**src/rtl/core/light_english_suffix_stripper_top_assert.svh**
```systemverilog
// Assertion macros shared by the suffix stripper RTL.
// Define ASSERT_OFF to compile the checks away.
`ifndef LIGHT_ENGLISH_SUFFIX_STRIPPER_TOP_ASSERT_SVH
`define LIGHT_ENGLISH_SUFFIX_STRIPPER_TOP_ASSERT_SVH

`ifndef ASSERT_OFF
// Checked at every clock edge outside reset.
`define LSS_ASSERT(label, prop) \
  label: assert property (@(posedge clk) disable iff (rst) prop) \
    else $error("suffix stripper assertion failed");
// Checked at every clock edge, reset included.
`define LSS_ASSERT_ALWAYS(label, prop) \
  label: assert property (@(posedge clk) prop) \
    else $error("suffix stripper assertion failed");
`else
`define LSS_ASSERT(label, prop)
`define LSS_ASSERT_ALWAYS(label, prop)
`endif

`endif

```
**src/rtl/core/lss_pkg.sv**
```systemverilog
package lss_pkg;

  // Longest term that is stemmed; longer terms are flagged.
  localparam int MAX_TERM_LEN = 255;
  // The letter counter saturates at MAX_TERM_LEN + 1.
  localparam int CNT_W = $clog2(MAX_TERM_LEN + 2);

  localparam logic [7:0] CHAR_NUL = 8'h00;
  localparam logic [7:0] CHAR_UPPER_A = 8'h41;
  localparam logic [7:0] CHAR_UPPER_Z = 8'h5A;
  localparam logic [7:0] CASE_OFFSET = 8'h20;
  localparam logic [7:0] CHAR_D = 8'h64;
  localparam logic [7:0] CHAR_E = 8'h65;
  localparam logic [7:0] CHAR_G = 8'h67;
  localparam logic [7:0] CHAR_I = 8'h69;
  localparam logic [7:0] CHAR_L = 8'h6C;
  localparam logic [7:0] CHAR_N = 8'h6E;
  localparam logic [7:0] CHAR_S = 8'h73;
  localparam logic [7:0] CHAR_Y = 8'h79;

  typedef enum logic [14:0] {
    ST_FIRST  = 15'b000000000000001,
    ST_SECOND = 15'b000000000000010,
    ST_NONE   = 15'b000000000000100,
    ST_E      = 15'b000000000001000,
    ST_EDS    = 15'b000000000010000,
    ST_S      = 15'b000000000100000,
    ST_I      = 15'b000000001000000,
    ST_IE     = 15'b000000010000000,
    ST_IESD   = 15'b000000100000000,
    ST_IN     = 15'b000001000000000,
    ST_ING    = 15'b000010000000000,
    ST_INGL   = 15'b000100000000000,
    ST_INGLY  = 15'b001000000000000,
    ST_L      = 15'b010000000000000,
    ST_LY     = 15'b100000000000000
  } scan_state_t;

  typedef struct packed {
    logic [7:0] keep_length;
    logic       append_y;
    logic       too_long;
  } result_t;

  function automatic logic [7:0] fold_case(input logic [7:0] c);
    if (c >= CHAR_UPPER_A && c <= CHAR_UPPER_Z) begin
      return c + CASE_OFFSET;
    end
    return c;
  endfunction

endpackage

```
**src/rtl/core/lss_scan.sv**
```systemverilog
// Per-term scanner: letter counter, candidate suffix start and the suffix
// state machine. The result is the verdict for a terminator on char_code.
module lss_scan (
  input  logic            clk,
  input  logic            rst,
  input  logic            step,
  input  logic [7:0]      char_code,
  output lss_pkg::result_t result
);

  localparam int CNT_W = lss_pkg::CNT_W;
  localparam logic [CNT_W-1:0] MAX_CNT = CNT_W'(lss_pkg::MAX_TERM_LEN);
  localparam logic [CNT_W-1:0] OVER_CNT = CNT_W'(lss_pkg::MAX_TERM_LEN + 1);

  lss_pkg::scan_state_t scan_state, scan_state_next, letter_state;
  logic [CNT_W-1:0] letter_count, letter_count_next;
  logic [CNT_W-1:0] suffix_start, suffix_start_next;
  logic [7:0] c;
  logic       restart;

  assign c = lss_pkg::fold_case(char_code);

  // Transition for one letter; restart marks a new candidate at this letter.
  always_comb begin
    letter_state = lss_pkg::ST_NONE;
    restart = 1'b0;
    case (scan_state)
      lss_pkg::ST_FIRST:  letter_state = lss_pkg::ST_SECOND;
      lss_pkg::ST_SECOND: letter_state = lss_pkg::ST_NONE;
      default: begin
        if (scan_state == lss_pkg::ST_L && c == lss_pkg::CHAR_Y) begin
          letter_state = lss_pkg::ST_LY;
        end else if (scan_state == lss_pkg::ST_I && c == lss_pkg::CHAR_E) begin
          letter_state = lss_pkg::ST_IE;
        end else if (scan_state == lss_pkg::ST_I && c == lss_pkg::CHAR_N) begin
          letter_state = lss_pkg::ST_IN;
        end else if (scan_state == lss_pkg::ST_IE &&
                     (c == lss_pkg::CHAR_D || c == lss_pkg::CHAR_S)) begin
          letter_state = lss_pkg::ST_IESD;
        end else if (scan_state == lss_pkg::ST_IN && c == lss_pkg::CHAR_G) begin
          letter_state = lss_pkg::ST_ING;
        end else if (scan_state == lss_pkg::ST_ING && c == lss_pkg::CHAR_L) begin
          letter_state = lss_pkg::ST_INGL;
        end else if (scan_state == lss_pkg::ST_INGL && c == lss_pkg::CHAR_Y) begin
          letter_state = lss_pkg::ST_INGLY;
        end else if (scan_state == lss_pkg::ST_E &&
                     (c == lss_pkg::CHAR_D || c == lss_pkg::CHAR_S)) begin
          letter_state = lss_pkg::ST_EDS;
        end else if (c == lss_pkg::CHAR_E) begin
          letter_state = lss_pkg::ST_E;
          restart = 1'b1;
        end else if (c == lss_pkg::CHAR_I) begin
          letter_state = lss_pkg::ST_I;
          restart = 1'b1;
        end else if (c == lss_pkg::CHAR_L) begin
          letter_state = lss_pkg::ST_L;
          restart = 1'b1;
        end else if (c == lss_pkg::CHAR_S) begin
          letter_state = lss_pkg::ST_S;
          restart = 1'b1;
        end
      end
    endcase
  end

  // Verdict for the term so far.
  always_comb begin
    result.keep_length = 8'(letter_count);
    result.append_y = 1'b0;
    result.too_long = 1'b0;
    if (letter_count > MAX_CNT) begin
      result.keep_length = 8'h00;
      result.too_long = 1'b1;
    end else begin
      case (scan_state)
        lss_pkg::ST_E, lss_pkg::ST_EDS, lss_pkg::ST_S, lss_pkg::ST_ING,
        lss_pkg::ST_INGLY, lss_pkg::ST_LY: begin
          result.keep_length = 8'(suffix_start);
        end
        lss_pkg::ST_IESD: begin
          result.keep_length = 8'(suffix_start);
          result.append_y = 1'b1;
        end
        default: begin
        end
      endcase
    end
  end

  always_comb begin
    scan_state_next = scan_state;
    letter_count_next = letter_count;
    suffix_start_next = suffix_start;
    if (char_code == lss_pkg::CHAR_NUL) begin
      scan_state_next = lss_pkg::ST_FIRST;
      letter_count_next = '0;
      suffix_start_next = '0;
    end else if (letter_count < MAX_CNT) begin
      scan_state_next = letter_state;
      letter_count_next = letter_count + 1'b1;
      if (restart) begin
        suffix_start_next = letter_count;
      end
    end else begin
      letter_count_next = OVER_CNT;
    end
  end

  always_ff @(posedge clk) begin
    if (rst) begin
      scan_state <= lss_pkg::ST_FIRST;
      letter_count <= '0;
      suffix_start <= '0;
    end else if (step) begin
      scan_state <= scan_state_next;
      letter_count <= letter_count_next;
      suffix_start <= suffix_start_next;
    end
  end

endmodule

```
**src/rtl/core/light_english_suffix_stripper_top.sv**
```systemverilog
// Light English suffix stripper.
// A term arrives one byte per transaction on the char channel
// (char_valid, char_ready, char_code); the byte 0 ends the term. Every
// other byte is a letter. For each terminator one transaction leaves on
// the result channel (result_valid, result_ready) carrying keep_length,
// the number of leading letters to keep, append_y, set when a y must be
// written after them (-ies and -ied become -y), and too_long, set with
// the other two fields at zero when the term exceeded the maximum length.
// Letters produce no result transaction.
// Throughput is one byte per cycle while char_ready is high: each byte
// takes one pass through the suffix state machine between the input
// register and the state/result registers. result_valid rises when the
// terminator leaves the input register and its verdict is registered.
// When the receiver stalls, letters keep flowing; a second terminator
// waits in the input register, and char_ready drops only while a
// terminator is held there and the result register is full and stalled.
// Reset clears both valid flags and returns the scanner to the start of
// a term.
module light_english_suffix_stripper_top (
  input  logic       clk,
  input  logic       rst,
  input  logic       char_valid,
  output logic       char_ready,
  input  logic [7:0] char_code,
  output logic       result_valid,
  input  logic       result_ready,
  output logic [7:0] keep_length,
  output logic       append_y,
  output logic       too_long
);

  `include "light_english_suffix_stripper_top_assert.svh"

  // Input register.
  logic       s1_valid;
  logic [7:0] s1_char;
  logic       s1_is_term;
  logic       s1_fire;
  logic       term_fire;
  lss_pkg::result_t verdict;

  assign s1_is_term = (s1_char == lss_pkg::CHAR_NUL);
  // A letter always moves on; a terminator needs room in the result register.
  assign s1_fire = s1_valid && (!s1_is_term || !result_valid || result_ready);
  assign term_fire = s1_fire && s1_is_term;
  assign char_ready = !s1_valid || s1_fire;

  always_ff @(posedge clk) begin
    if (rst) begin
      s1_valid <= 1'b0;
    end else if (char_ready) begin
      s1_valid <= char_valid;
    end
  end

  always_ff @(posedge clk) begin
    if (char_valid && char_ready) begin
      s1_char <= char_code;
    end
  end

  lss_scan u_scan (
    .clk       (clk),
    .rst       (rst),
    .step      (s1_fire),
    .char_code (s1_char),
    .result    (verdict)
  );

  // Result register.
  always_ff @(posedge clk) begin
    if (rst) begin
      result_valid <= 1'b0;
    end else if (term_fire) begin
      result_valid <= 1'b1;
    end else if (result_ready) begin
      result_valid <= 1'b0;
    end
  end

  always_ff @(posedge clk) begin
    if (term_fire) begin
      keep_length <= verdict.keep_length;
      append_y <= verdict.append_y;
      too_long <= verdict.too_long;
    end
  end

  // An overlong term carries no stem.
  `LSS_ASSERT(a_too_long_clean,
    result_valid && too_long |-> keep_length == 8'h00 && !append_y)
  // A terminator that moves on always shows up as a result.
  `LSS_ASSERT(a_term_gives_result, term_fire |=> result_valid)
  // A full, stalled result register holds any terminator back.
  `LSS_ASSERT(a_no_overwrite,
    result_valid && !result_ready && s1_valid && s1_is_term |-> !s1_fire)
  // Nothing is valid right after reset.
  `LSS_ASSERT_ALWAYS(a_reset_clears,
    $past(rst) |-> !result_valid && !s1_valid)

endmodule

```
**config.mk**
```make
export PLATFORM = sky130hd
export DESIGN_NAME = light_english_suffix_stripper_top
export DESIGN_NICKNAME = d
export VERILOG_FILES = /design/src/rtl/core/lss_pkg.sv /design/src/rtl/core/lss_scan.sv /design/src/rtl/core/light_english_suffix_stripper_top.sv
export VERILOG_INCLUDE_DIRS = /design/src /design/src/rtl/core
export SDC_FILE = /design/constraint.sdc
export NUM_CORES = 1
export LEC_CHECK = 0
export BUFFER_PORTS_ARGS = -buffer_cell sky130_fd_sc_hd__buf_2
export CORE_ASPECT_RATIO = 0.7
export CORE_MARGIN = 3
export CORE_UTILIZATION = 33
export CTS_CLUSTER_DIAMETER = 150
export DETAILED_ROUTE_END_ITERATION = 6
export GPL_ROUTABILITY_DRIVEN = 0
export SYNTH_ARGS = -nofsm -noshare
export SYNTH_HDL_FRONTEND = slang
export SYNTH_HIERARCHICAL = 1
export SYNTH_SLANG_ARGS = --single-unit
export TNS_END_PERCENT = 30
```
**constraint.sdc**
```tcl
create_clock -name clk -period 2.5 [get_ports clk]
set_input_delay 0.375 -clock clk [delete_from_list [all_inputs] [get_ports clk]]
set_output_delay 0.375 -clock clk [all_outputs]
set_load 0.005 [all_outputs]
```
==> results of run 1 <==
## sequential cells by signal (all words and copies together) (netlist names)
name / flops
append_y: 1
keep_length: 8
result_valid: 1
s1_char: 8
s1_valid: 1
too_long: 1
u_scan/letter_count: 9
u_scan/scan_state: 15
u_scan/suffix_start: 8
## critical path, stage by stage, from the launching register on
cell and delay (ns):
edfxtp_1 0.48, ha_1 0.31, nor2b_1 0.18, o211ai_1 0.24, a2111oi_0 0.53, a211o_1 0.23
a2bb2oi_1 0.18, nor2_1 0.05
## metal layers
metal	up-vias	track usage [%]	wire length [um]
met1	1147	22.53	3721
met5	-	0	0
li1	1211	-	-
met3	8	3.569	436
met4	0	3.404	67
met2	86	18.87	2598
## logic make-up after synthesis
| family | Yosys count | share of synthesized area [%] |
|---|---|---|
| AOI/OAI and AO/OA | 50 | 12.96 |
| DFF | 52 | 42.16 |
| buffers and inverters | 20 | 3.974 |
| muxes | 16 | 5.529 |
| adders and majority gates | 3 | 1.296 |
| and+or+nand+nor | 154 | 31.36 |
| xor gates and xnor gates | 9 | 2.722 |
## worst min-delay path by stage
stage                                      start                      to  cells past startpoint
after floorplan           u_scan/suffix_start[0]  u_scan/suffix_start[0]                      2
after global placement    u_scan/suffix_start[2]  u_scan/suffix_start[2]                      2
after detailed placement  u_scan/suffix_start[0]  u_scan/suffix_start[0]                      2
after CTS                           char_code[6]              s1_char[6]                      1
after global routing                char_code[4]              s1_char[4]                      1
final                               char_code[7]              s1_char[7]                      1
## cells in the mapped netlist (6+ instances only)
| library cell | instances |
|---|---|
| a21oi_1 | 14 |
| or2b_1 | 8 |
| buf_4 | 6 |
| inv_1 | 7 |
| mux2i_1 | 16 |
| nand2_1 | 29 |
| edfxtp_1 | 18 |
| nor3_1 | 6 |
| nor4_1 | 12 |
| xor2_1 | 6 |
| nand4_1 | 8 |
| nand3_1 | 10 |
| dfxtp_1 | 34 |
| nor2_1 | 39 |
## final cells by class
type | count | area (um^2)
Timing Repair Buffer | 42 | 270.3
Clock inverter | 3 | 26.28
Fill cell | 827 | 4770
Clock buffer | 5 | 125.1
Tap cell | 116 | 145.1
Multi-Input combinational cell | 232 | 1592
Sequential cell | 52 | 1221
Inverter | 7 | 26.28
## power by group through the flow
stage / logic (mW) / clock network [mW] / registers (mW)
detailed placement: 0.170 / 0 / 0.935
global route: 0.197 / 0.774 / 0.919
finish: 0.176 / 0.704 / 0.915
floorplan: 0.119 / 0 / 0.929
CTS: 0.171 / 0.730 / 0.915
global placement: 0.168 / 0 / 0.934
==> results.yml, run 1 <==
clocking:
  htree_levels: 2
  insertion_delay_ns: 0.30
  clk_pin_slew_ns: 0.07
  ctsHoldBuffers: 0
  post_cts_resized: 0
  max-clock-path-buffers: 2
  numCtsBuffers: 5
  cts_tree: "built"
  cts-root-buf: "clkbuf_16"
  cts.sink_count: 52
  post_cts_buffers: 0
layout:
  antenna_cells: 0
  fin_util_pct: 41.66
  final_cell_count_no_fill: 457
  fin_area_um2: 3406
  area_delta_synth_final_pct: 17.58
  nNetsFinal: 355
  drive_gt1_share_pct: 19.94
  final_common_cell: "nor2_1"
  final_cell_mix: "nor2_1, dfxtp_1, nand2_1"
power_and_ir_drop:
  finalPower_mw: 1.796
  seqPwrFrac_pct: 51.0
  vdd_drop_max_mv: 0.2613
  pwr-share-comb_pct: 9.8
  intPower_mw: 1.337
  p_clk_share_pct: 39.2
  p_per_area_nw_per_um2: 527.2
  p_leak_nw: 1.329
  switching_share_pct: 25.52
  netSwitchingPower_mw: 0.4582
grt:
  grt_pass1_vias: 2279
  grt_max_degree: 31
  grt_usage_pct: 14.24
  grt-ovfl-total: 0
  antenna_found_initial: 0
  grt_pass1_wl_um: 11700
timing:
  timing.final.crit_share_pct: 92.70
  rsz0062_at_grt: "yes"
  fmax_mhz: 431.5
  setup_tns_ns: 0
  worst_pin_slew_ns: 0.8001
  clock-skew-final_ns: 0.008344
  relSlewSlack_pct: 45.96
  worst_slack_ns: 0.1825
  slew_viol_final: 0
  setup_violations: 0
  period_minus_slack_ns: 2.317
  finalHoldViolCount: 0
  timing.hold.ws_ns: 0.2545
synthesis:
  synthCells: 304
  ys_seq_area_share_pct: 42.16
  syn_avg_cell_area_um2: 9.528
  synth_enable_flop_cells: 18
  synth_top_area_share_pct: 23.50
  async_reset_ff_share_pct: 0
  yosysTopAreaCell: "dfxtp_1"
  syn_area_um2: 2897
  yosys_warnings: 6
  synth.distinct_cells: 62
  ys.flop_type: "dfxtp_1"
  synth-seq-cells: 52
  syn_nets: 319
  yosys-top-cells-area: "dfxtp_1, edfxtp_1, mux2i_1"
status:
  outcome: "finished, final reports clean"
placed_design:
  dp_hpwl_um: 5077
  port_buffers: 23
  place_ws_ns: 0.03707
  dpl_cell_area_um2: 3229
  dp_cells: 449
route:
  dr.pass1.iters: 5
  drt-total-wl_um: 6823
  drcViolationCount: 0
  route.detailed.wl_per_inst_um: 14.93
  ant_nets: 0
  drt_iter0_drc: 175
  vias_per_cell: 5.365
  via_count: 2452
worst_setup_path:
  crit_required_ns: 2.67
  r2r_end: "u_scan/scan_state[12]"
  crit_type: "reg -> reg"
  worstSetupStartpointType: "register"
  arrival_ns: 2.49
  endpoint: "u_scan/scan_state[12]"
  r2r-start: "s1_char[5]"
  worstRegToRegCells: 7
  r2r_setup_slack_ns: 0.18
  cp-end-kind: "register"
  setup.worst_path.start: "s1_char[5]"
  worst-path-max-fanout: 6
flow_run:
  drv_cap: 0
hold_path:
  worstHoldPathType: "in -> reg"
die:
  rows: 27
  io_pins: 24
  initial_core_util_pct: 35.43
  die_h_um: 84.39
  die_area_um2: 9956
  coreArea_um2: 8175
  die-width_um: 118.0
No activity file was read; power rests on OpenSTA's default activity.
==> inputs of run 2 (changes only) <==
- CORE_UTILIZATION: 33 -> 53
- PLACE_DENSITY: default -> 0.72
- clock period: 2.5 -> 2.4 ns (I/O delays scaled with it)
==> run 2 against run 1 <==
Net effect:
- cell area is 0.66% lower
- combinational power grew 22%
- cell count is 7.9% lower
- highest routed layer unchanged
- global-route usage rose by 8.0 points
- maximum frequency shrank 0.98%
- critical path type unchanged
- sequential power up 3.3%
==> results.yml, run 2 (same netlist as run 1, synthesis figures left out) <==
timing:
  setup_violations: 0
  finalHoldViolCount: 0
  relSlewSlack_pct: 44.27
  timing.hold.ws_ns: 0.2166
  slew_viol_final: 0
  timing.final.crit_share_pct: 97.52
  clock-skew-final_ns: 0.01159
  worst_pin_slew_ns: 0.8251
  fmax_mhz: 427.3
  period_minus_slack_ns: 2.341
worst_setup_path:
  crit_type: "reg -> reg"
  worstRegToRegCells: 8
  cp-end-kind: "register"
  crit_required_ns: 2.64
  arrival_ns: 2.58
  worst-path-max-fanout: 8
  worstSetupStartpointType: "register"
  r2r_setup_slack_ns: 0.06
grt:
  use_met3_pct: 3.736
  grt-ovfl-total: 0
  grt_pass1_vias: 2267
  grt_busiest_layer: "met1"
  use_met2_pct: 32.95
  grt_pass1_wl_um: 11020
  antenna_found_initial: 0
  use_met1_pct: 33.89
  grt_max_degree: 31
  grt_usage_pct: 22.28
clocking:
  numCtsBuffers: 5
  insertion_delay_ns: 0.31
  cts_tree: "built"
  htree_levels: 2
  cts.sink_count: 52
  cts-root-buf: "clkbuf_8"
  max-clock-path-buffers: 2
  clk_pin_slew_ns: 0.10
flow_run:
  drv_cap: 0
power_and_ir_drop:
  p_leak_nw: 1.363
  pwr-share-comb_pct: 12.9
  intPower_mw: 1.218
  vdd_drop_max_mv: 0.3322
  netSwitchingPower_mw: 0.4462
  p_clk_share_pct: 30.3
  p_per_area_nw_per_um2: 491.8
  switching_share_pct: 26.82
  seqPwrFrac_pct: 56.8
layout:
  antenna_cells: 0
  top_register: "u_scan/scan_state"
  largest_reg_flops: 15
  fin_area_um2: 3383
  final_cell_mix: "nor2_1, dfxtp_1, buf_4, nand2_1, buf_2"
  drive_gt1_share_pct: 23.30
  final_common_cell: "nor2_1"
  area_delta_synth_final_pct: 16.80
  nNetsFinal: 366
  final_cell_count_no_fill: 421
  top_regs: "u_scan/scan_state x15, u_scan/letter_count x9"
die:
  die_area_um2: 6402
  die_h_um: 67.85
  die-width_um: 94.36
  rows: 21
  coreArea_um2: 5019
  io_pins: 24
  initial_core_util_pct: 57.72
placed_design:
  dp_hpwl_um: 4923
  dpl_cell_area_um2: 3223
  port_buffers: 23
  dp_cells: 409
status:
  outcome: "finished, final reports clean"
route:
  route.detailed.wl_per_inst_um: 16.14
  drt_iter0_drc: 233
  dr.pass1.iters: 5
  drcViolationCount: 0
  ant_nets: 0
  via_count: 2539
  vias_per_cell: 6.031
  drt-total-wl_um: 6794
hold_path:
  hold_depth: 1
  worstHoldPathType: "in -> reg"
-- run 2: cell types whose count changed in the layout (fill, tap and decap cells not counted), sizes merged --
cell / previous run / this run
inv: 8 / 7
buf: 42 / 53
clkinv: 2 / 3
-- run 2: power groups by stage --
stage,sequential (mW),clock (mW),combinational [mW]
final,0.945,0.505,0.214
after global routing,0.949,0.553,0.233
after CTS,0.946,0.515,0.194
after detailed placement,0.966,0,0.194
after global placement,0.965,0,0.191
after floorplan,0.968,0,0.124
-- run 2: layout make-up --
class	count	area [um^2]
multi-input cells	232	1609
clock buffers	5	68.82
flip-flops and latches	52	1221
well taps	69	86.33
inverters	7	26.28
repair buffers	53	352.8
fillers	419	1635
clock inverters	3	18.77
-- run 2: repair_timing --
item	CTS	global route
endpoints found under the setup margin	0	12
gates resized for setup	0	8
setup buffers	0	4
hold buffers	0	0
-- run 2: layer usage --
layer  routed length (um)  vias up
met2                 2874      131
met4                   73        0
met1                 3179     1171
met5                    0        -
li1                     -     1226
met3                  667       11
-- run 2: worst max-delay path, cell delays in order (launching register included) --
cell and delay, ns:
edfxtp_1 0.44, ha_1 0.30, nor2b_2 0.16, o211ai_1 0.55
nor3_2 0.11, o21bai_1 0.18, nand4b_1 0.18, buf_12 0.15
mux2i_1 0.19
-- run 2: through the flow --
| stage | power (mW) | TNS, ns | worst slack (ns) | utilization, % |
|---|---|---|---|---|
| finish | 1.664 | 0 | 0.05949 | 67.41 |
| global route | 1.736 | -0.1042 | -0.02908 | 67.41 |
| CTS | 1.656 | 0 | 0.04055 | 65.97 |
| detailed placement | 1.160 | 0 | 0.05336 | 64.22 |
| global placement | 1.156 | 0 | 0.1541 | 64.22 |
| floorplan | 1.092 | 0 | 0.2808 | - |
-- run 2: final timing paths --
check,from,to
hold reg to reg,u_scan/suffix_start[0],u_scan/suffix_start[0]
setup / recovery,s1_char[6],u_scan/suffix_start[4]
setup reg to reg,s1_char[6],u_scan/suffix_start[4]
hold / removal,char_code[7],s1_char[7]
==> inputs of run 3 (changes only) <==
- clock period: 2.4 -> 2.6 ns (I/O delays scaled with it)
==> run 3 against run 2 <==
Net effect:
- critical path depth did not move
- sequential power decreased by 6.8%
- sequential share of layout area grew 1.5 points
- global-route usage fell by 0.61 points
- routed wire length decreased by 6.0%
- flip-flop and latch count did not move
- clock power increased by 13%
- critical path type unchanged
- largest cell class unchanged
- highest routed layer unchanged
==> results.yml, run 3 (same netlist as run 1, synthesis figures left out) <==
timing:
  setup_violations: 0
  timing.final.crit_share_pct: 93.19
  finalHoldViolCount: 0
  rsz0062_at_grt: "no"
  timing.hold.ws_ns: 0.2529
  worst_slack_ns: 0.1772
  setup_tns_ns: 0
  clock-skew-final_ns: 0.005259
  slew_viol_final: 0
  period_minus_slack_ns: 2.423
  fmax_mhz: 412.7
  relSlewSlack_pct: 44.10
  worst_pin_slew_ns: 0.8276
clocking:
  cts_tree: "built"
  max-clock-path-buffers: 2
  clk_pin_slew_ns: 0.10
  cts.sink_count: 52
  htree_levels: 2
  insertion_delay_ns: 0.31
  numCtsBuffers: 5
  cts-root-buf: "clkbuf_8"
worst_setup_path:
  slowest_stage: "nor4_1"
  worstSetupStartpointType: "register"
  arrival_ns: 2.66
  crit_chain: "ha_1 > nor2b_1 > o21ai_1 > nor4_1 > nor2_1 > nand4b_1 > buf_4 > mux2i_1"
  path_delay_family: "simple AND/OR/NAND/NOR gates"
  r2r-start: "s1_char[6]"
  endpoint: "u_scan/suffix_start[7]"
  crit_type: "reg -> reg"
  r2r_end: "u_scan/suffix_start[7]"
  cp_num_buf_inv: 1
  crit_required_ns: 2.84
  r2r_setup_slack_ns: 0.18
  worst-path-max-fanout: 8
  worstRegToRegCells: 8
  setup.worst_path.start: "s1_char[6]"
  cp-end-kind: "register"
  worstSetupPathDepth: 8
  slowest_delay_ns: 0.55
power_and_ir_drop:
  vdd_drop_max_mv: 0.3985
  p_per_area_nw_per_um2: 496.9
  p_leak_nw: 1.275
  finalPower_mw: 1.614
die:
  die_area_um2: 6402
  io_pins: 24
  coreArea_um2: 5019
  die-width_um: 94.36
  die_h_um: 67.85
  initial_core_util_pct: 57.72
  rows: 21
route:
  dr.pass1.iters: 5
  via_count: 2405
  drcViolationCount: 0
  drt_iter0_drc: 185
  drt-total-wl_um: 6386
  route.detailed.wl_per_inst_um: 15.77
  ant_nets: 0
  vias_per_cell: 5.938
grt:
  grt_pass1_vias: 2145
  grt_pass1_wl_um: 10570
  grt-ovfl-total: 0
  antenna_found_initial: 0
  grt_usage_pct: 21.67
  grt_max_degree: 31
hold_path:
  worstHoldPathType: "in -> reg"
  hold_depth: 1
layout:
  largest_reg_flops: 15
  fin_util_pct: 64.72
  area_delta_synth_final_pct: 12.14
  drive_gt1_share_pct: 18.45
  fin_area_um2: 3248
  final_cell_mix: "nor2_1, dfxtp_1, nand2_1"
  antenna_cells: 0
  final_common_cell: "nor2_1"
  final_cell_count_no_fill: 405
  nNetsFinal: 350
  top_regs: "u_scan/scan_state x15, u_scan/letter_count x9"
  top_register: "u_scan/scan_state"
placed_design:
  dp_cells: 397
  dpl_cell_area_um2: 3120
  place_ws_ns: 0.1614
  port_buffers: 23
  dp_hpwl_um: 4684
status:
  outcome: "finished, final reports clean"
flow_run:
  drv_cap: 0
run 3: cell types whose count changed in the layout (fill, tap and decap cells not counted), sizes merged:
cell / before / now
clkinvlp: 0 / 1
inv: 7 / 8
buf: 53 / 37
clkinv: 3 / 0
bufinv: 0 / 1
run 3: report_power, final:
group | total, mW | internal, mW | switching (mW)
registers | 0.881 | 0.857 | 0.0243
clock network | 0.572 | 0.290 | 0.282
logic | 0.161 | 0.0613 | 0.0993
run 3: worst reg2reg max path, stage by stage (launching register included):
cell and delay [ns]:
edfxtp_1 0.48, ha_1 0.31, nor2b_1 0.16, o21ai_1 0.23, nor4_1 0.55, nor2_1 0.08, nand4b_1 0.12, buf_4 0.21
mux2i_1 0.21
run 3: repair_timing:
| action | CTS | global route |
|---|---|---|
| hold buffers | 0 | 0 |
| resized for setup | 0 | 1 |
| setup buffers | 0 | 0 |
| endpoints found under the setup margin | 0 | 8 |
run 3: worst min-delay path by stage:
stage                           start                     end  slack (ns)
6_report                 char_code[5]              s1_char[5]        0.25
5_1_grt                  char_code[2]              s1_char[2]        0.24
4_1_cts                  char_code[5]              s1_char[5]        0.24
3_5_place_dp   u_scan/suffix_start[5]  u_scan/suffix_start[5]        0.45
3_3_place_gp   u_scan/suffix_start[2]  u_scan/suffix_start[2]        0.44
2_1_floorplan  u_scan/suffix_start[0]  u_scan/suffix_start[0]        0.44
run 3: per-layer routing:
layer  global-route usage [%]  wire length (um)
met5                        0                 0
met4                    6.306                72
met3                    4.615               522
met2                    30.21              2516
met1                    33.36              3276
run 3: area by class of cell:
class | count | area (um^2)
fillers | 436 | 1770
clock inverters | 3 | 46.29
flip-flops and latches | 52 | 1221
well taps | 69 | 86.33
multi-input cells | 232 | 1579
inverters | 7 | 26.28
clock buffers | 5 | 68.82
repair buffers | 37 | 220.2
